$ cat src/rtl/core/wildcard_filter_to_regex_top_defines.svh
// Assertion macros shared by the wildcard filter converter.
`ifndef WILDCARD_FILTER_TO_REGEX_TOP_DEFINES_SVH
`define WILDCARD_FILTER_TO_REGEX_TOP_DEFINES_SVH
`ifndef SYNTHESIS
`define WFTR_ASSERT(lbl, clk, rst_n, prop) \
    lbl: assert property (@(posedge clk) disable iff (!rst_n) prop) \
        else $error("wftr assertion failed");
`define WFTR_ASSERT_NEXT(lbl, clk, rst_n, ante, cons) \
    lbl: assert property (@(posedge clk) disable iff (!rst_n) (ante) |=> (cons)) \
        else $error("wftr assertion failed");
`else
`define WFTR_ASSERT(lbl, clk, rst_n, prop)
`define WFTR_ASSERT_NEXT(lbl, clk, rst_n, ante, cons)
`endif
`endif

$ cat src/rtl/core/wftr_pkg.sv
package wftr_pkg;

    localparam logic [7:0] CH_STAR  = 8'h2A;
    localparam logic [7:0] CH_QUEST = 8'h3F;
    localparam logic [7:0] CH_TILDE = 8'h7E;
    localparam logic [7:0] CH_DOT   = 8'h2E;

    localparam logic [3:0] CODE_EQ          = 4'd0;
    localparam logic [3:0] CODE_NE          = 4'd1;
    localparam logic [3:0] CODE_CONTAIN     = 4'd2;
    localparam logic [3:0] CODE_NOT_CONTAIN = 4'd3;
    localparam logic [3:0] CODE_BEGIN       = 4'd4;
    localparam logic [3:0] CODE_NOT_BEGIN   = 4'd5;
    localparam logic [3:0] CODE_END         = 4'd6;
    localparam logic [3:0] CODE_NOT_END     = 4'd7;

    typedef struct packed {
        logic       two;
        logic [7:0] ch0;
        logic [7:0] ch1;
        logic       cv0;
        logic       eov;
        logic [3:0] code;
        logic       rx;
    } t_op;

endpackage

$ cat src/rtl/core/wftr_front.sv
`include "wildcard_filter_to_regex_top_defines.svh"

module wftr_front
    import wftr_pkg::*;
(
    input  logic       i_clk,
    input  logic       i_rst_n,
    input  logic       i_valid,
    output logic       o_stall,
    input  logic [7:0] i_char_in,
    input  logic [3:0] i_compare_code,
    input  logic       i_first_char,
    input  logic       i_last_char,
    input  logic       i_empty_value,
    input  logic       i_full,
    output logic       o_push,
    output t_op        o_op
);

    logic       r_pend, r_lead, r_rx, r_pt;
    logic [3:0] r_held;
    logic       n_pend, n_lead, n_rx, n_pt;
    logic [3:0] n_held;

    logic       cur_pend, cur_lead, cur_rx, cur_pt;
    logic [3:0] cur_held;
    logic       is_star, is_quest, is_tilde, tail, fin, ne;
    logic [1:0] e_cnt;
    logic [7:0] ch0, ch1;
    logic       cv0, rx;
    logic [3:0] fcode;
    logic       accept;

    assign o_stall = i_full;
    assign accept  = i_valid && !i_full;

    always_comb begin
        if (i_first_char || i_empty_value) begin
            cur_held = i_compare_code;
            cur_pt   = (i_compare_code > CODE_NE);
            cur_pend = 1'b0;
            cur_lead = 1'b0;
            cur_rx   = 1'b0;
        end else begin
            cur_held = r_held;
            cur_pt   = r_pt;
            cur_pend = r_pend;
            cur_lead = r_lead;
            cur_rx   = r_rx;
        end

        is_star  = (i_char_in == CH_STAR);
        is_quest = (i_char_in == CH_QUEST);
        is_tilde = (i_char_in == CH_TILDE);
        ne       = (cur_held == CODE_NE);

        n_held = cur_held;
        n_pt   = cur_pt;
        n_pend = cur_pend;
        n_lead = cur_lead;
        n_rx   = cur_rx;
        tail   = 1'b0;
        fin    = 1'b0;
        e_cnt  = 2'd0;
        ch0    = '0;
        ch1    = '0;
        cv0    = 1'b1;
        rx     = 1'b0;
        fcode  = cur_held;

        if (i_empty_value) begin
            fin = 1'b1;
        end else if (cur_pt) begin
            e_cnt = 2'd1;
            ch0   = i_char_in;
            fin   = i_last_char;
        end else if (i_first_char && is_star) begin
            if (i_last_char) begin
                e_cnt = 2'd2;
                ch0   = CH_DOT;
                ch1   = CH_STAR;
                fin   = 1'b1;
                rx    = 1'b1;
            end else begin
                n_lead = 1'b1;
            end
        end else begin
            if (is_star || is_quest) begin
                if (cur_pend) begin
                    n_pend = 1'b0;
                    e_cnt  = 2'd1;
                    ch0    = i_char_in;
                end else if (is_star && i_last_char) begin
                    tail = 1'b1;
                end else begin
                    n_rx = 1'b1;
                    ch0  = CH_DOT;
                    ch1  = CH_STAR;
                    e_cnt = is_star ? 2'd2 : 2'd1;
                end
            end else begin
                if (cur_pend) begin
                    n_pend = 1'b0;
                    ch0    = CH_TILDE;
                    ch1    = i_char_in;
                    if (is_tilde && !i_last_char) begin
                        n_pend = 1'b1;
                        e_cnt  = 2'd1;
                    end else begin
                        e_cnt = 2'd2;
                    end
                end else if (is_tilde && !i_last_char) begin
                    n_pend = 1'b1;
                end else begin
                    e_cnt = 2'd1;
                    ch0   = i_char_in;
                end
            end
            fin = i_last_char;
            rx  = n_rx;
            if (cur_lead && tail) begin
                fcode = ne ? CODE_NOT_CONTAIN : CODE_CONTAIN;
            end else if (cur_lead) begin
                fcode = ne ? CODE_NOT_END : CODE_END;
            end else if (tail) begin
                fcode = ne ? CODE_NOT_BEGIN : CODE_BEGIN;
            end
        end

        if (fin) begin
            n_pend = 1'b0;
            n_lead = 1'b0;
            n_rx   = 1'b0;
            if (e_cnt == 2'd0) begin
                e_cnt = 2'd1;
                ch0   = '0;
                cv0   = 1'b0;
            end
        end
    end

    assign o_push    = accept && (e_cnt != 2'd0);
    assign o_op.two  = (e_cnt == 2'd2);
    assign o_op.ch0  = ch0;
    assign o_op.ch1  = ch1;
    assign o_op.cv0  = cv0;
    assign o_op.eov  = fin;
    assign o_op.code = fin ? fcode : '0;
    assign o_op.rx   = fin ? rx : 1'b0;

    always_ff @(posedge i_clk) begin
        if (!i_rst_n) begin
            r_pend <= 1'b0;
            r_lead <= 1'b0;
            r_rx   <= 1'b0;
            r_pt   <= 1'b0;
            r_held <= CODE_EQ;
        end else if (accept) begin
            r_pend <= n_pend;
            r_lead <= n_lead;
            r_rx   <= n_rx;
            r_pt   <= n_pt;
            r_held <= n_held;
        end
    end

    `WFTR_ASSERT(a_pend_not_pt, i_clk, i_rst_n, r_pend |-> !r_pt)
    `WFTR_ASSERT(a_lead_not_pt, i_clk, i_rst_n, r_lead |-> !r_pt)
    `WFTR_ASSERT_NEXT(a_empty_clears, i_clk, i_rst_n, accept && i_empty_value, !r_pend && !r_lead && !r_rx)

endmodule

$ cat src/rtl/core/wftr_queue.sv
`include "wildcard_filter_to_regex_top_defines.svh"

module wftr_queue
    import wftr_pkg::*;
#(
    parameter int DEPTH = 2
) (
    input  logic i_clk,
    input  logic i_rst_n,
    input  logic i_push,
    input  t_op  i_op,
    input  logic i_pop,
    output t_op  o_head,
    output logic o_full,
    output logic o_empty
);

    localparam int PTR_W = (DEPTH > 1) ? $clog2(DEPTH) : 1;
    localparam int CNT_W = $clog2(DEPTH + 1);

    t_op              r_mem [DEPTH];
    logic [PTR_W-1:0] r_wr, r_rd;
    logic [CNT_W-1:0] r_count;

    assign o_full  = (r_count == CNT_W'(DEPTH));
    assign o_empty = (r_count == '0);
    assign o_head  = r_mem[r_rd];

    always_ff @(posedge i_clk) begin
        if (i_push) begin
            r_mem[r_wr] <= i_op;
        end
    end

    always_ff @(posedge i_clk) begin
        if (!i_rst_n) begin
            r_wr    <= '0;
            r_rd    <= '0;
            r_count <= '0;
        end else begin
            if (i_push) begin
                r_wr <= (r_wr == PTR_W'(DEPTH - 1)) ? '0 : r_wr + 1'b1;
            end
            if (i_pop) begin
                r_rd <= (r_rd == PTR_W'(DEPTH - 1)) ? '0 : r_rd + 1'b1;
            end
            if (i_push && !i_pop) begin
                r_count <= r_count + 1'b1;
            end else if (i_pop && !i_push) begin
                r_count <= r_count - 1'b1;
            end
        end
    end

    `WFTR_ASSERT(a_no_overflow, i_clk, i_rst_n, i_push |-> !o_full)
    `WFTR_ASSERT(a_no_underflow, i_clk, i_rst_n, i_pop |-> !o_empty)

endmodule

$ cat src/rtl/core/wftr_back.sv
`include "wildcard_filter_to_regex_top_defines.svh"

module wftr_back
    import wftr_pkg::*;
(
    input  logic       i_clk,
    input  logic       i_rst_n,
    input  t_op        i_head,
    input  logic       i_head_valid,
    output logic       o_pop,
    output logic       o_valid,
    input  logic       i_stall,
    output logic [7:0] o_char_out,
    output logic       o_char_valid,
    output logic       o_end_of_value,
    output logic [3:0] o_result_code,
    output logic       o_is_regex
);

    logic       r_sel, r_valid;
    logic [7:0] r_char;
    logic       r_cv, r_eov, r_rx;
    logic [3:0] r_code;
    logic       load, first_of_two;

    assign load         = i_head_valid && (!r_valid || !i_stall);
    assign first_of_two = i_head.two && !r_sel;
    assign o_pop        = load && !first_of_two;

    always_ff @(posedge i_clk) begin
        if (!i_rst_n) begin
            r_sel   <= 1'b0;
            r_valid <= 1'b0;
        end else begin
            if (load) begin
                r_valid <= 1'b1;
                r_sel   <= first_of_two;
            end else if (!i_stall) begin
                r_valid <= 1'b0;
            end
        end
    end

    always_ff @(posedge i_clk) begin
        if (load) begin
            if (first_of_two) begin
                r_char <= i_head.ch0;
                r_cv   <= 1'b1;
                r_eov  <= 1'b0;
                r_code <= '0;
                r_rx   <= 1'b0;
            end else begin
                r_char <= r_sel ? i_head.ch1 : i_head.ch0;
                r_cv   <= r_sel ? 1'b1 : i_head.cv0;
                r_eov  <= i_head.eov;
                r_code <= i_head.code;
                r_rx   <= i_head.rx;
            end
        end
    end

    assign o_valid        = r_valid;
    assign o_char_out     = r_char;
    assign o_char_valid   = r_cv;
    assign o_end_of_value = r_eov;
    assign o_result_code  = r_code;
    assign o_is_regex     = r_rx;

    `WFTR_ASSERT(a_sel_has_head, i_clk, i_rst_n, r_sel |-> i_head_valid)

endmodule

$ cat src/rtl/core/wildcard_filter_to_regex_top.sv
// Wildcard filter value to pattern converter.
// Input channel (i_valid / o_stall): one character of a filter value per
// request with its compare code and first/last/empty marks. A request is
// taken at a rising edge with i_valid high and o_stall low.
// Output channel (o_valid / i_stall): one converted character per request;
// the last request of a value carries o_end_of_value, the final code and
// the pattern flag.
// The front classifies an item in the cycle of acceptance and writes a
// small queue; the back drains the queue through one output register.
// The back sends one result per cycle while i_stall is low; an item gives
// one result, or two when it expands to two characters ('*' to ".*", or a
// held '~' released with its successor); items that yield nothing take no
// slot at the back. The front takes one item per cycle while the queue has
// room. Reset clears the per-value state, empties the queue and clears the
// output valid flag. While i_stall is high the output register holds; the
// queue fills and then o_stall rises.
module wildcard_filter_to_regex_top
    import wftr_pkg::*;
#(
    parameter int QUEUE_DEPTH = 2
) (
    input  logic       i_clk,
    input  logic       i_rst_n,
    input  logic       i_valid,
    output logic       o_stall,
    input  logic [7:0] i_char_in,
    input  logic [3:0] i_compare_code,
    input  logic       i_first_char,
    input  logic       i_last_char,
    input  logic       i_empty_value,
    output logic       o_valid,
    input  logic       i_stall,
    output logic [7:0] o_char_out,
    output logic       o_char_valid,
    output logic       o_end_of_value,
    output logic [3:0] o_result_code,
    output logic       o_is_regex
);

    t_op  push_op, head;
    logic push, pop, full, empty;

    wftr_front u_front (
        .i_clk          (i_clk),
        .i_rst_n        (i_rst_n),
        .i_valid        (i_valid),
        .o_stall        (o_stall),
        .i_char_in      (i_char_in),
        .i_compare_code (i_compare_code),
        .i_first_char   (i_first_char),
        .i_last_char    (i_last_char),
        .i_empty_value  (i_empty_value),
        .i_full         (full),
        .o_push         (push),
        .o_op           (push_op)
    );

    wftr_queue #(
        .DEPTH (QUEUE_DEPTH)
    ) u_queue (
        .i_clk   (i_clk),
        .i_rst_n (i_rst_n),
        .i_push  (push),
        .i_op    (push_op),
        .i_pop   (pop),
        .o_head  (head),
        .o_full  (full),
        .o_empty (empty)
    );

    wftr_back u_back (
        .i_clk          (i_clk),
        .i_rst_n        (i_rst_n),
        .i_head         (head),
        .i_head_valid   (!empty),
        .o_pop          (pop),
        .o_valid        (o_valid),
        .i_stall        (i_stall),
        .o_char_out     (o_char_out),
        .o_char_valid   (o_char_valid),
        .o_end_of_value (o_end_of_value),
        .o_result_code  (o_result_code),
        .o_is_regex     (o_is_regex)
    );

endmodule

$ cat config.mk
export PLATFORM = sky130hd
export DESIGN_NAME = wildcard_filter_to_regex_top
export DESIGN_NICKNAME = d
export VERILOG_FILES = /design/src/rtl/core/wftr_pkg.sv /design/src/rtl/core/wftr_front.sv /design/src/rtl/core/wftr_queue.sv /design/src/rtl/core/wftr_back.sv /design/src/rtl/core/wildcard_filter_to_regex_top.sv
export VERILOG_INCLUDE_DIRS = /design/src /design/src/rtl/core
export SDC_FILE = /design/constraint.sdc
export NUM_CORES = 1
export LEC_CHECK = 0
export BUFFER_PORTS_ARGS = -buffer_cell sky130_fd_sc_hd__buf_2
export CORE_MARGIN = 8
export CORE_UTILIZATION = 25
export DETAILED_ROUTE_END_ITERATION = 10
export GPL_TIMING_DRIVEN = 0
export PLACE_DENSITY = 0.4
export SLEW_MARGIN = 20
export SYNTH_ARGS = -nofsm -noshare
export SYNTH_HDL_FRONTEND = slang
export SYNTH_SLANG_ARGS = --single-unit
$ cat constraint.sdc
create_clock -name i_clk -period 5.4 [get_ports i_clk]
set_clock_uncertainty 0.05 [all_clocks]
set_input_delay 0.54 -clock i_clk [delete_from_list [all_inputs] [get_ports i_clk]]
set_output_delay 0.54 -clock i_clk [all_outputs]
set_load 0.01 [all_outputs]
# Word level (Yosys, flattened, before mapping)
# Memories as Yosys holds them, arrays and structs flattened. A register that Yosys moved wholly into a read port is not among the register bits.
# Index checks and enable logic that the tools add are counted.
[totals] memories=1 elab_cells=149 output_inout_bits=17 reg_bits=29 ramBits=48
[mem_list] name="u_queue.r_mem" depth=2 word_bits=24 rd=1 rd_ports_with_merged_regs=1 wr=1 line="wftr_queue.sv:21" source="t_op r_mem [DEPTH];"
[classes] eq_ne=7 mux=93 n_lt_le_gt_ge=1 n_addsub=4 n_reduce_logical=28
[op_table] op="8-bit 2-to-1 mux" n=17
[op_table] op="1-bit 2-to-1 mux" n=50
[op_table] op="4-bit 2-to-1 mux" n=8
[op_table] op="2-bit 2-to-1 mux" n=14
[op_table] op="6-bit 2-to-1 mux" n=4
[op_table] op="8-bit by 6-bit equality test with 1-bit output (second input constant)" n=2
[op_table] op="1-bit logical AND" n=11
[op_table] op="1-bit logical NOT" n=9
[op_table] op="8-bit by 7-bit equality test with 1-bit output (second input constant)" n=1
[op_table] op="2-bit equality test (second input constant)" n=2
[op_table] op="4-bit by 1-bit equality test with 1-bit output (second input constant)" n=1
[op_table] op="4-bit by 1-bit greater-than comparator with 1-bit output (second input constant)" n=1
[op_table] op="2-bit logical NOT" n=2
[op_table] op="2-bit nonzero test" n=2
[op_table] op="1-bit logical OR" n=3
[op_table] op="1-bit adder (second input constant)" n=2
[op_table] op="2-bit by 1-bit adder with 2-bit output (second input constant)" n=1
[op_table] op="2-bit by 1-bit inequality test with 1-bit output (second input constant)" n=1
[op_table] op="2-bit OR reduction" n=1
[op_table] op="2-bit by 1-bit subtractor with 2-bit output (second input constant)" n=1

# Logic depth before layout (Yosys ltp)
# Gate-level depths: netlist of run 1.
[depth] ltp_word=17 depth_mapped=13

# Modules after synthesis
# From an unflattened synthesis of run 1, not the netlist that was laid out.
[hier_totals] cells_unflattened=311 hier_area_um2=3856.2
[modules_own_cells] module="wftr_queue" cells_each=97 area_each_um2=1950.6 instances=1
[modules_own_cells] module="wftr_front" cells_each=172 area_each_um2=1179.9 instances=1
[modules_own_cells] module="wftr_back" cells_each=41 area_each_um2=721.9 instances=1
[modules_own_cells] module="wildcard_filter_to_regex_top" cells_each=1 area_each_um2=3.8 instances=1

# Worst setup path after synthesis of run 1
# OpenSTA, ideal clock, no wires.
[synth_timing] path_kind="input -> register" startpoint="input port i_last_char" endpoint="memory u_queue.r_mem[0][0] (netlist name), enable pin" slack_ps=1031 path_stages=9 path_buffers=1 t_arrival_ps=3877 cell_sequence="clkbuf_1 nand4b_1 nor4_1 inv_1 ha_1 inv_1 a21oi_2 nor2_1 a211oi_1"
[synth_via] elab_chain_len=15 word_cells_on_any_way=24
[synth_lines] element="start: declaration" line="wildcard_filter_to_regex_top.sv:29" source="input logic i_last_char,"
[synth_lines] element="1-bit logical NOT" line="wftr_front.sv:106, wftr_front.sv:112"
[synth_lines] element="1-bit logical AND" line="wftr_front.sv:106, wftr_front.sv:112"
[synth_lines] element="1-bit 2-to-1 mux / 2-bit 2-to-1 mux (equally long branches)" line="wftr_front.sv:112, wftr_front.sv:106"
[synth_lines] element="2-bit 2-to-1 mux" line="wftr_front.sv:102" source="if (cur_pend) begin"
[synth_lines] element="2-bit 2-to-1 mux" line="wftr_front.sv:88" source="if (is_star || is_quest) begin"
[synth_lines] element="2-bit 2-to-1 mux" line="wftr_front.sv:77" source="end else if (i_first_char && is_star) begin"
[synth_lines] element="2-bit 2-to-1 mux" line="wftr_front.sv:73" source="end else if (cur_pt) begin"
[synth_lines] element="2-bit 2-to-1 mux" line="wftr_front.sv:71" source="if (i_empty_value) begin"
[synth_lines] element="2-bit logical NOT" line="wftr_front.sv:134" source="if (e_cnt == 2'd0) begin"
[synth_lines] element="2-bit 2-to-1 mux" line="wftr_front.sv:134"
[synth_lines] element="2-bit 2-to-1 mux (*)" line="wftr_front.sv:130" source="if (fin) begin"
[synth_lines] element="2-bit nonzero test (*)" line="wftr_front.sv:142" source="assign o_push = accept && (e_cnt != 2'd0);"
[synth_lines] element="1-bit logical AND (*)" line="wftr_front.sv:142"
[synth_lines] element="1-bit 2-to-1 mux (*)" line="wftr_queue.sv:30" source="if (i_push) begin"
[synth_lines] element="1-bit 2-to-1 mux (implied by the code) (*)" line="wftr_queue.sv:31" source="r_mem[r_wr] <= i_op;"
[synth_lines] element="end: declaration" line="wftr_queue.sv:21"
# Mark *: on every way between the ends. The rest lies on a longest branch, timed or not.

# Final worst setup path of run 1
[layout_timing] startpoint="input port i_last_char" endpoint="memory u_queue.r_mem[1][10] (netlist name), enable pin"
# The elaborated chain is that of the path after synthesis.

==> results of run 1 <==
cell usage after synthesis, types with 7 or more instances:
| cell type | count |
|---|---|
| and2_1 | 7 |
| clkbuf_1 | 7 |
| a211oi_1 | 7 |
| nor2_1 | 31 |
| edfxtp_1 | 63 |
| mux2i_1 | 13 |
| dfxtp_1 | 15 |
| a21oi_1 | 17 |
| nand2_1 | 29 |
| nor3_1 | 8 |
| mux4_2 | 8 |
| o21ai_0 | 9 |
| inv_1 | 8 |
per-layer routing:
metal	track usage	share of wire	up-vias
li1	-	-	1182
met1	0.1190	0.47	1156
met2	0.1521	0.47	29
met3	0.02374	0.038	7
met4	0.03886	0.014	0
met5	0	0	-
worst max path at each step:
| stage | cells past startpoint | slack, ns | startpoint | endpoint |
|---|---|---|---|---|
| 2_1_floorplan | 9 | 1.03 | i_last_char | u_queue.r_mem[0][0] |
| 3_3_place_gp | 9 | -0.76 | i_last_char | u_queue.r_mem[0][21] |
| 3_5_place_dp | 11 | 1.56 | i_last_char | u_queue.r_mem[1][7] |
| 4_1_cts | 11 | 1.89 | i_last_char | u_queue.r_mem[1][18] |
| 5_1_grt | 11 | 1.73 | i_last_char | u_queue.r_mem[1][18] |
| 6_report | 11 | 1.95 | i_last_char | u_queue.r_mem[1][10] |
per-stage QoR:
step / std cells / util / instance area [um^2] / setup TNS [ns] / hold slack [ns]
2_1_floorplan: 285 / - / 3566 / 0 / 0.3953
3_3_place_gp: 499 / 0.2843 / 3961 / -34.92 / 0.4053
3_5_place_dp: 504 / 0.2909 / 4054 / 0 / 0.4150
4_1_cts: 520 / 0.3118 / 4344 / 0 / 0.3692
5_1_grt: 520 / 0.3118 / 4344 / 0 / 0.3848
6_report: 520 / 0.3118 / 4344 / 0 / 0.3767
area by class of cell:
| type | instances | area (um^2) |
|---|---|---|
| Fill cell | 1416 | 9590 |
| Sequential cell | 78 | 2192 |
| Multi-Input combinational cell | 189 | 1333 |
| Timing Repair Buffer | 39 | 234.0 |
| Clock buffer | 10 | 229.0 |
| Tap cell | 180 | 225.2 |
| Clock inverter | 6 | 61.31 |
| Buffer | 9 | 36.28 |
| Inverter | 9 | 33.78 |
sequential cells by signal (all words and copies together) (netlist names), named ones only:
signal                 count
u_front.r_rx               1
u_front.r_lead             1
u_back.r_sel               1
u_front.r_held             4
u_front.r_pend             1
u_front.r_pt               1
u_queue.r_rd               1
u_queue.r_mem             48
u_queue.r_count            2
u_back.o_char_valid        1
u_queue.r_wr               1
u_back.o_char_out          8
u_back.o_valid             1
u_back.o_end_of_value      1
u_back.o_result_code       4
u_back.o_is_regex          1
cell families after synthesis:
family	count (synthesis)	share of synthesized area
adders and majority gates	2	0.007016
xor gates and xnor gates	3	0.007370
buffers and inverters	18	0.01965
AOI/OAI and AO/OA	58	0.1063
muxes	21	0.08702
DFF	78	0.6147
and+or+nand+nor	105	0.1579
power groups by stage:
stage | combinational (mW) | sequential [mW] | clock, mW
after floorplan | 0.240 | 0.940 | 0
after global placement | 0.433 | 0.913 | 0
after detailed placement | 0.477 | 0.908 | 0
after CTS | 0.479 | 0.895 | 0.608
after global routing | 0.517 | 0.908 | 0.633
final | 0.461 | 0.892 | 0.588
critical path, stage by stage:
cell,delay (ns)
clkbuf_1,0.21
nand4b_1,0.24
nor4_1,0.69
inv_1,0.11
ha_1,0.31
inv_1,0.04
a21oi_2,0.26
nor2_1,0.19
a211oi_4,0.46
buf_8,0.21
buf_6,0.16
cell usage in the layout, fill, tap and decap left out, drive strengths merged, types with 2 or more instances in the layout:
cell type,n
a211oi,7
a21boi,2
a21o,3
a21oi,19
a221oi,2
a22oi,2
and2,7
buf,41
clkbuf,17
clkinv,3
dfxtp,15
edfxtp,63
ha,2
inv,10
mux2i,13
mux4,8
nand2,29
nand2b,3
nand3,6
nor2,31
nor3,9
nor4,5
nor4b,3
o21ai,11
or2,2
or3,2
xor2,3
==> results.py, run 1 <==
metrics = {
    "timing": {
        "period_needed_ns": 3.446,
        "slew_headroom": 0.4005,
        "setup_viol_count_final": 0,
        "slew_violations": 0,
        "post-route-period-util": 0.6382,
        "grt_setup_unrepaired": "no",
        "worstMarginPinSlew_ns": 0.8910,
        "timing.final.ws_setup_ns": 1.954,
        "hold_viol": 0,
        "max_freq_ghz": 0.2902,
    },
    "clock_network": {
        "cts-root-buf": "clkbuf_16",
        "ctsResizeCount": 0,
        "cts_buffer_depth": 2,
        "post-cts-setup-buffer-count": 0,
        "hold_buffers": 0,
        "clkLatencyLatePin_ns": 0.32,
        "cts-buffers-inserted": 9,
        "clk_pin_slew_worst_paths_ns": 0.06,
        "cts_tree": "built",
        "htreeDepth": 3,
        "clock-sinks": 78,
    },
    "yosys": {
        "netlist.area_leader.share": 0.5305,
        "ys_ff_latch": 78,
        "ys_seq_area_frac": 0.6147,
        "synth_top_area_cell": "edfxtp_1",
        "syn_avg_cell_area_um2": 12.51,
        "syn-num-nets": 306,
        "synth_edf_count": 63,
        "synth_area_leaders": "edfxtp_1, dfxtp_1, mux4_2, mux2i_1, nor2_1",
        "ys.flop_type": "edfxtp_1",
        "syn-instance-count": 285,
        "syn_area_mm2": 0.003566,
        "synth_cell_type_count": 52,
        "async_flop_share": 0,
        "yosysWarnings": 0,
    },
    "finish": {
        "area_growth_pct": 21.82,
        "layout-drive-gt1-share": 0.2324,
        "diodes": 0,
        "fin_nets": 356,
    },
    "place": {
        "port_buffers": 34,
        "place_congestion": 0.7887,
        "post-dp-hpwl_mm": 6.206,
        "post-place-ws_ns": 1.558,
    },
    "die": {
        "rows": 43,
        "io_pins": 36,
        "initial_core_util": 0.2559,
        "die_w_um": 135.4,
        "core_mm2": 0.01393,
        "die_area_mm2": 0.01834,
        "die_y_um": 135.4,
    },
    "pwr": {
        "internal-power_mw": 1.395,
        "p_leak_nw": 1.533,
        "combPwrFrac": 0.237,
        "switching_share": 0.2818,
        "pwr-share-clk": 0.303,
        "peakVddDrop_uv": 132.7,
        "p_total_mw": 1.942,
        "p_per_area_mw_per_mm2": 447.0,
        "p_seq_frac": 0.460,
        "p_switching_mw": 0.5472,
    },
    "detailed_routing": {
        "drc_errors": 0,
        "drtIter0Drc": 141,
        "dr.pass1.iters": 4,
        "wire_per_inst_um": 15.84,
        "wirelength_mm": 8.235,
        "ant_nets": 0,
        "num_vias": 2374,
        "viasPerCell": 4.565,
    },
    "worst_hold_path": {
        "worstHoldStart": "i_rst_n",
        "hold_path_class": "primary input to register",
        "whs_path_depth": 2,
        "holdPathEnd": "u_front.r_pend",
    },
    "critical_path": {
        "start_kind": "primary input",
        "worstReg2RegEnd": "u_queue.r_count[1]",
        "worstPathMaxFanout": 11,
        "cp.arrival_ns": 3.42,
        "reg2reg_from": "u_front.r_pend",
        "r2r.worst_path.cells": 11,
        "worstSetupPathType": "primary input to register",
        "endpoint_kind": "register",
        "r2r_setup_slack_ns": 2.39,
        "required_ns": 5.38,
    },
    "global_routing": {
        "grt_pass1_vias": 2426,
        "grt_max_degree": 14,
        "overflow": 0,
        "grt_use_total": 0.09470,
        "grt_pass1_wl_mm": 13.49,
        "antenna_found_initial": 0,
    },
    "job": {
        "cap_violations": 0,
    },
    "outcome": {
        "outcome": "finished clean",
    },
}
(Power assumes the default switching activity.)
==> inputs of run 2 (changes only) <==
Clock period 5.4 ns to 3.3 ns, I/O delays scaled along.
==> results.py, run 2 (same netlist as run 1, synthesis figures left out) <==
metrics = {
    "timing": {
        "fin_hold_ws_ns": 0.1775,
        "timing.final.ws_setup_ns": 0.2660,
        "grt_setup_unrepaired": "no",
        "slew_violations": 0,
        "slew_headroom": 0.4414,
        "max_freq_ghz": 0.3296,
        "hold_viol": 0,
        "setup_viol_count_final": 0,
        "post-route-period-util": 0.9194,
        "period_needed_ns": 3.034,
        "worstMarginPinSlew_ns": 0.8302,
        "tns_ns": 0,
    },
    "die": {
        "die_area_mm2": 0.01834,
        "initial_core_util": 0.2559,
        "die_w_um": 135.4,
        "core_mm2": 0.01393,
        "die_y_um": 135.4,
        "rows": 43,
        "io_pins": 36,
    },
    "detailed_routing": {
        "drc_errors": 0,
        "wirelength_mm": 8.354,
        "drtIter0Drc": 166,
        "wire_per_inst_um": 15.97,
        "viasPerCell": 4.604,
        "ant_nets": 0,
        "num_vias": 2408,
        "dr.pass1.iters": 4,
    },
    "finish": {
        "area_growth_pct": 21.54,
        "final_cells": 523,
        "layout-drive-gt1-share": 0.2362,
        "finish.instance_area_mm2": 0.004334,
        "fin_nets": 359,
        "regMostFlops": "u_queue.r_mem",
        "final_common_cell": "edfxtp_1",
        "final_cell_mix": "edfxtp_1, buf_2, nor2_1",
        "utilization": 0.3110,
        "diodes": 0,
        "largest_reg_flops": 48,
    },
    "place": {
        "post-place-ws_ns": -0.4022,
        "place_congestion": 0.7985,
        "post-dp-hpwl_mm": 6.155,
        "dp.cells": 503,
        "post_dp_cell_area_mm2": 0.004039,
        "port_buffers": 34,
    },
    "outcome": {
        "outcome": "finished clean",
    },
    "critical_path": {
        "worst-path-stages": 11,
        "path_cells": "or3b_1 > clkbuf_1 > inv_2 > ha_1 > inv_1 > a21oi_2 > nor2_1 > a21oi_1 > ha_1 > or3_1 > a21oi_1",
        "crit_end": "u_queue.r_count[1]",
        "r2r.worst_path.cells": 11,
        "worstPathMaxFanout": 8,
        "worstReg2RegEnd": "u_queue.r_count[1]",
        "required_ns": 3.51,
        "path_delay_family": "simple AND/OR/NAND/NOR gates",
        "cp.buffers_inverters": 3,
        "crit_slowest_cell": "nor2_1",
        "endpoint_kind": "register",
        "crit_path_max_incr_delay_ns": 0.42,
        "r2r_setup_slack_ns": 0.27,
        "reg2reg_from": "u_front.r_pend",
        "cp-startpoint": "u_front.r_pend",
        "worstSetupPathType": "register to register",
        "cp.arrival_ns": 3.25,
        "start_kind": "register",
    },
    "worst_hold_path": {
        "hold_path_class": "primary input to register",
        "whs_path_depth": 2,
    },
    "global_routing": {
        "grt_pass1_wl_mm": 13.21,
        "antenna_found_initial": 0,
        "grt_use_total": 0.09352,
        "grt_pass1_vias": 2435,
        "grt_max_degree": 15,
        "overflow": 0,
    },
    "clock_network": {
        "cts_buffer_depth": 2,
        "clkLatencyLatePin_ns": 0.33,
        "clk_pin_slew_worst_paths_ns": 0.06,
        "clock-sinks": 78,
        "htreeDepth": 3,
        "cts-root-buf": "clkbuf_16",
        "cts_tree": "built",
        "hold_buffers": 0,
        "cts-buffers-inserted": 9,
    },
    "pwr": {
        "p_leak_nw": 1.531,
        "p_total_mw": 3.087,
        "peakVddDrop_uv": 214.8,
        "p_per_area_mw_per_mm2": 712.3,
    },
    "job": {
        "cap_violations": 0,
    },
}
==> run 2: worst reg2reg max path: stages, from the launching register on <==
cell and delay (ns):
dfxtp_1 0.36, or3b_1 0.36, clkbuf_1 0.21, inv_2 0.18
ha_1 0.25, inv_1 0.07, a21oi_2 0.09, nor2_1 0.42
a21oi_1 0.14, ha_1 0.36, or3_1 0.35, a21oi_1 0.14
==> run 2: worst min-delay path by stage <==
stage,startpoint,slack [ns],endpoint
3_5_place_dp,u_front.r_rx,0.42,u_front.r_rx
4_1_cts,i_rst_n,0.17,u_front.r_pend
5_1_grt,i_compare_code[0],0.21,u_front.r_held[0]
2_1_floorplan,u_front.r_rx,0.40,u_front.r_rx
6_report,i_rst_n,0.18,u_front.r_pend
3_3_place_gp,u_back.o_valid,0.41,u_back.o_valid
==> run 2: what timing repair did <==
action	in CTS	in global routing
buffers inserted	0	4
gates resized for setup	1	0
pin swaps	0	1
setup endpoints to repair	14	14
==> run 2: where the power goes <==
group / leakage [nW] / internal [mW] / switching (mW)
Combinational: 0.678 / 0.317 / 0.444
Clock: 0.127 / 0.503 / 0.361
Sequential: 0.726 / 1.39 / 0.0757
Total: 1.53 / 2.21 / 0.880
==> run 2: routing by layer <==
| metal | routed length (um) | vias to the layer above | GRT usage |
|---|---|---|---|
| met5 | 0 | - | 0 |
| met3 | 339 | 8 | 0.02226 |
| met4 | 131 | 0 | 0.04257 |
| met1 | 3794 | 1172 | 0.1126 |
| met2 | 4088 | 36 | 0.1552 |
| li1 | - | 1192 | - |
==> run 2: layout make-up <==
class / instances / area [um^2]
inverter: 9 / 33.78
multi-input combinational: 189 / 1339
clock inverter: 5 / 26.28
fill: 1404 / 9600
timing repair buffer: 42 / 249.0
tap: 180 / 225.2
sequential: 78 / 2192
clock buffer: 11 / 232.7
buffer: 9 / 36.28
==> inputs of run 3 (changes only) <==
Settings changed: ABC_AREA from default to 1, CORE_MARGIN 8 to 4, PLACE_DENSITY 0.4 to 0.42.
Clock period 3.3 ns to 2.75 ns, I/O delays scaled along.
==> results.py, run 3 <==
metrics = {
    "worst_hold_path": {
        "worstHoldStart": "i_stall",
        "hold_path_class": "primary input to register",
        "whs_path_depth": 3,
        "holdPathEnd": "u_back.o_valid",
    },
    "clock_network": {
        "clock-sinks": 78,
        "cts_buffer_depth": 2,
        "htreeDepth": 3,
        "clk_pin_slew_worst_paths_ns": 0.05,
        "cts_tree": "built",
        "cts-buffers-inserted": 9,
        "clkLatencyLatePin_ns": 0.33,
        "cts-root-buf": "clkbuf_16",
        "post-cts-setup-buffer-count": 0,
    },
    "finish": {
        "utilization": 0.3075,
        "final-seq-area_mm2": 0.002192,
        "diodes": 0,
        "fin_nets": 430,
        "final_common_cell": "nand2_1",
        "final_cell_mix": "nand2_1, edfxtp_1, a21oi_1",
        "largest_reg_flops": 48,
        "area_growth_pct": 18.27,
        "multi_input_area_mm2": 0.001284,
        "nFillCells": 1512,
        "regMostFlops": "u_queue.r_mem",
        "layout-drive-gt1-share": 0.1957,
    },
    "critical_path": {
        "r2r.worst_path.cells": 10,
        "r2r_setup_slack_ns": 0.24,
        "worstSetupPathType": "register to register",
        "start_kind": "register",
        "reg2reg_from": "u_front.r_pend",
        "cp.buffers_inverters": 3,
        "crit_slowest_cell": "clkinvlp_4",
        "crit_path_max_incr_delay_ns": 0.48,
        "required_ns": 2.60,
        "endpoint_kind": "register",
        "path_cells": "nand2_4 > inv_1 > buf_4 > ha_1 > nand2_1 > nand3_2 > nor2_1 > nand2_2 > nand3_2 > clkinvlp_4",
        "worstPathMaxFanout": 24,
        "worstReg2RegEnd": "u_queue.r_mem[1][20]",
        "path_delay_family": "buffers and inverters",
        "cp_common_cell": "nand3_2",
        "cp.arrival_ns": 2.36,
    },
    "timing": {
        "max_freq_ghz": 0.3980,
        "hold_viol": 0,
        "slew_violations": 0,
        "worstMarginPinSlew_ns": 0.7285,
        "grt_setup_unrepaired": "no",
        "slew_headroom": 0.5132,
        "period_needed_ns": 2.512,
        "setup_viol_count_final": 0,
        "post-route-period-util": 0.9136,
    },
    "yosys": {
        "ys_ff_latch": 78,
        "netlist.area_leader.share": 0.5162,
        "ys.flop_type": "edfxtp_1",
        "synth_area_leaders": "edfxtp_1, nand2_1, dfxtp_1, a21oi_1, inv_1",
        "synth_top_area_cell": "edfxtp_1",
        "syn_avg_cell_area_um2": 10.07,
        "async_flop_share": 0,
        "synth_cell_type_count": 31,
        "syn_area_mm2": 0.003665,
        "yosysWarnings": 0,
        "syn-num-nets": 385,
        "synth.most_common_cell": "nand2_1",
        "synth_edf_count": 63,
        "syn-instance-count": 364,
        "ys_seq_area_frac": 0.5982,
        "ys_top_cells_by_count": "nand2_1, edfxtp_1, a21oi_1, inv_1, o21ai_0",
    },
    "pwr": {
        "combPwrFrac": 0.284,
        "p_seq_frac": 0.449,
        "pwr-share-clk": 0.267,
        "internal-power_mw": 2.604,
        "p_total_mw": 3.860,
        "p_switching_mw": 1.256,
        "p_per_area_mw_per_mm2": 890.5,
        "p_leak_nw": 1.796,
        "peakVddDrop_uv": 270.8,
        "switching_share": 0.3255,
    },
    "detailed_routing": {
        "wirelength_mm": 8.488,
        "drtIter0Drc": 71,
        "dr.pass1.iters": 5,
        "num_vias": 2623,
        "viasPerCell": 4.416,
        "wire_per_inst_um": 14.29,
        "ant_nets": 0,
        "drc_errors": 0,
    },
    "die": {
        "die_w_um": 129.1,
        "die_y_um": 129.1,
        "io_pins": 36,
        "initial_core_util": 0.2600,
        "core_mm2": 0.01410,
        "die_area_mm2": 0.01666,
        "rows": 43,
    },
    "global_routing": {
        "overflow": 0,
        "busiest_layer": "met2",
        "met1_usage": 0.1478,
        "grtUsageMet3": 0.02844,
        "grt_use_total": 0.1100,
        "grt_pass1_vias": 2571,
        "grt_max_degree": 25,
        "grtUsageMet2": 0.1704,
        "antenna_found_initial": 0,
        "grt_pass1_wl_mm": 13.90,
    },
    "place": {
        "port_buffers": 34,
        "post-dp-hpwl_mm": 6.259,
        "place_congestion": 0.7821,
    },
    "outcome": {
        "outcome": "finished clean",
    },
    "job": {
        "cap_violations": 0,
    },
}
[run 3: cell types whose count changed after synthesis, sizes merged, moves of 5 or more]
cell,previous run,this run
a22oi,2,8
nand3,6,13
nor4,5,0
a211oi,7,2
nand2,29,91
o21ai,11,22
mux4,8,0
inv,9,42
and2,7,0
a21oi,19,40
mux2i,13,3
[run 3: cells by family (layout without fill, tap and decap cells)]
| kind of cell | after synthesis | count (layout) | synth area share |
|---|---|---|---|
| and+or+nand+nor | 146 | 146 | 0.2018 |
| AOI/OAI and AO/OA | 82 | 82 | 0.1294 |
| DFF | 78 | 78 | 0.5982 |
| buffers and inverters | 53 | 103 | 0.05565 |
| muxes | 3 | 3 | 0.008194 |
| adders and majority gates | 2 | 2 | 0.006827 |
[run 3: worst max path at each step]
| stage | end | slack [ns] | cells after the start | from |
|---|---|---|---|---|
| global route | u_queue.r_mem[1][10] | 0.01 | 10 | u_front.r_pend |
| floorplan | u_queue.r_mem[0][0] | 0.21 | 13 | i_empty_value |
| finish | u_queue.r_mem[1][20] | 0.24 | 10 | u_front.r_pend |
| global placement | u_queue.r_mem[0][17] | -0.69 | 14 | i_empty_value |
| detailed placement | u_queue.r_mem[1][11] | -0.39 | 14 | i_empty_value |
| CTS | u_queue.r_mem[0][11] | 0.09 | 12 | u_front.r_pend |
[run 3: area by class of cell]
| cell class | count | area share |
|---|---|---|
| Timing Repair Buffer | 34 | 0.03926 |
| Inverter | 43 | 0.03868 |
| Clock buffer | 14 | 0.05629 |
| Buffer | 10 | 0.009815 |
| Clock inverter | 2 | 0.002021 |
| Tap cell | 180 | 0.05196 |
| Multi-Input combinational cell | 233 | 0.2962 |
| Sequential cell | 78 | 0.5058 |
[run 3: power by group through the flow]
| stage | Sequential, mW | Clock [mW] | Combinational, mW |
|---|---|---|---|
| global route | 1.76 | 1.12 | 1.29 |
| finish | 1.73 | 1.03 | 1.10 |
| floorplan | 1.82 | 0 | 0.644 |
| global placement | 1.76 | 0 | 1.12 |
| detailed placement | 1.76 | 0 | 1.13 |
| CTS | 1.74 | 1.07 | 1.13 |
[run 3: what timing repair did]
| action | 4_1_cts | 5_1_grt |
|---|---|---|
| resized for setup | 1 | 5 |
| cloned | 0 | 0 |
| hold buffers | 0 | 0 |
| setup endpoints to repair | 24 | 49 |
[run 3: layer usage]
layer | up-vias | part of all wire
met5 | - | 0
met4 | 0 | 0.013
met3 | 6 | 0.041
met2 | 45 | 0.46
met1 | 1230 | 0.49
li1 | 1342 | -
[run 3: through the flow]
stage	hold WS, ns	setup slack (ns)	TNS, ns	instances	instance area, um^2
global route	0.1723	0.01203	0	594	4334
floorplan	0.3757	0.2062	0	364	3667
global placement	0.3888	-0.6938	-26.30	578	4063
detailed placement	0.3977	-0.3949	-15.60	578	4068
finish	0.1630	0.2376	0	594	4334
CTS	0.1516	0.08640	0	594	4324
[run 3: tightest hold or removal path, delay by kind of cell]
kind                   cells  cell delay (ns)
AND/OR/NAND/NOR            1             0.06
buffers and inverters      1             0.09
AO/OA/AOI/OAI              1             0.06
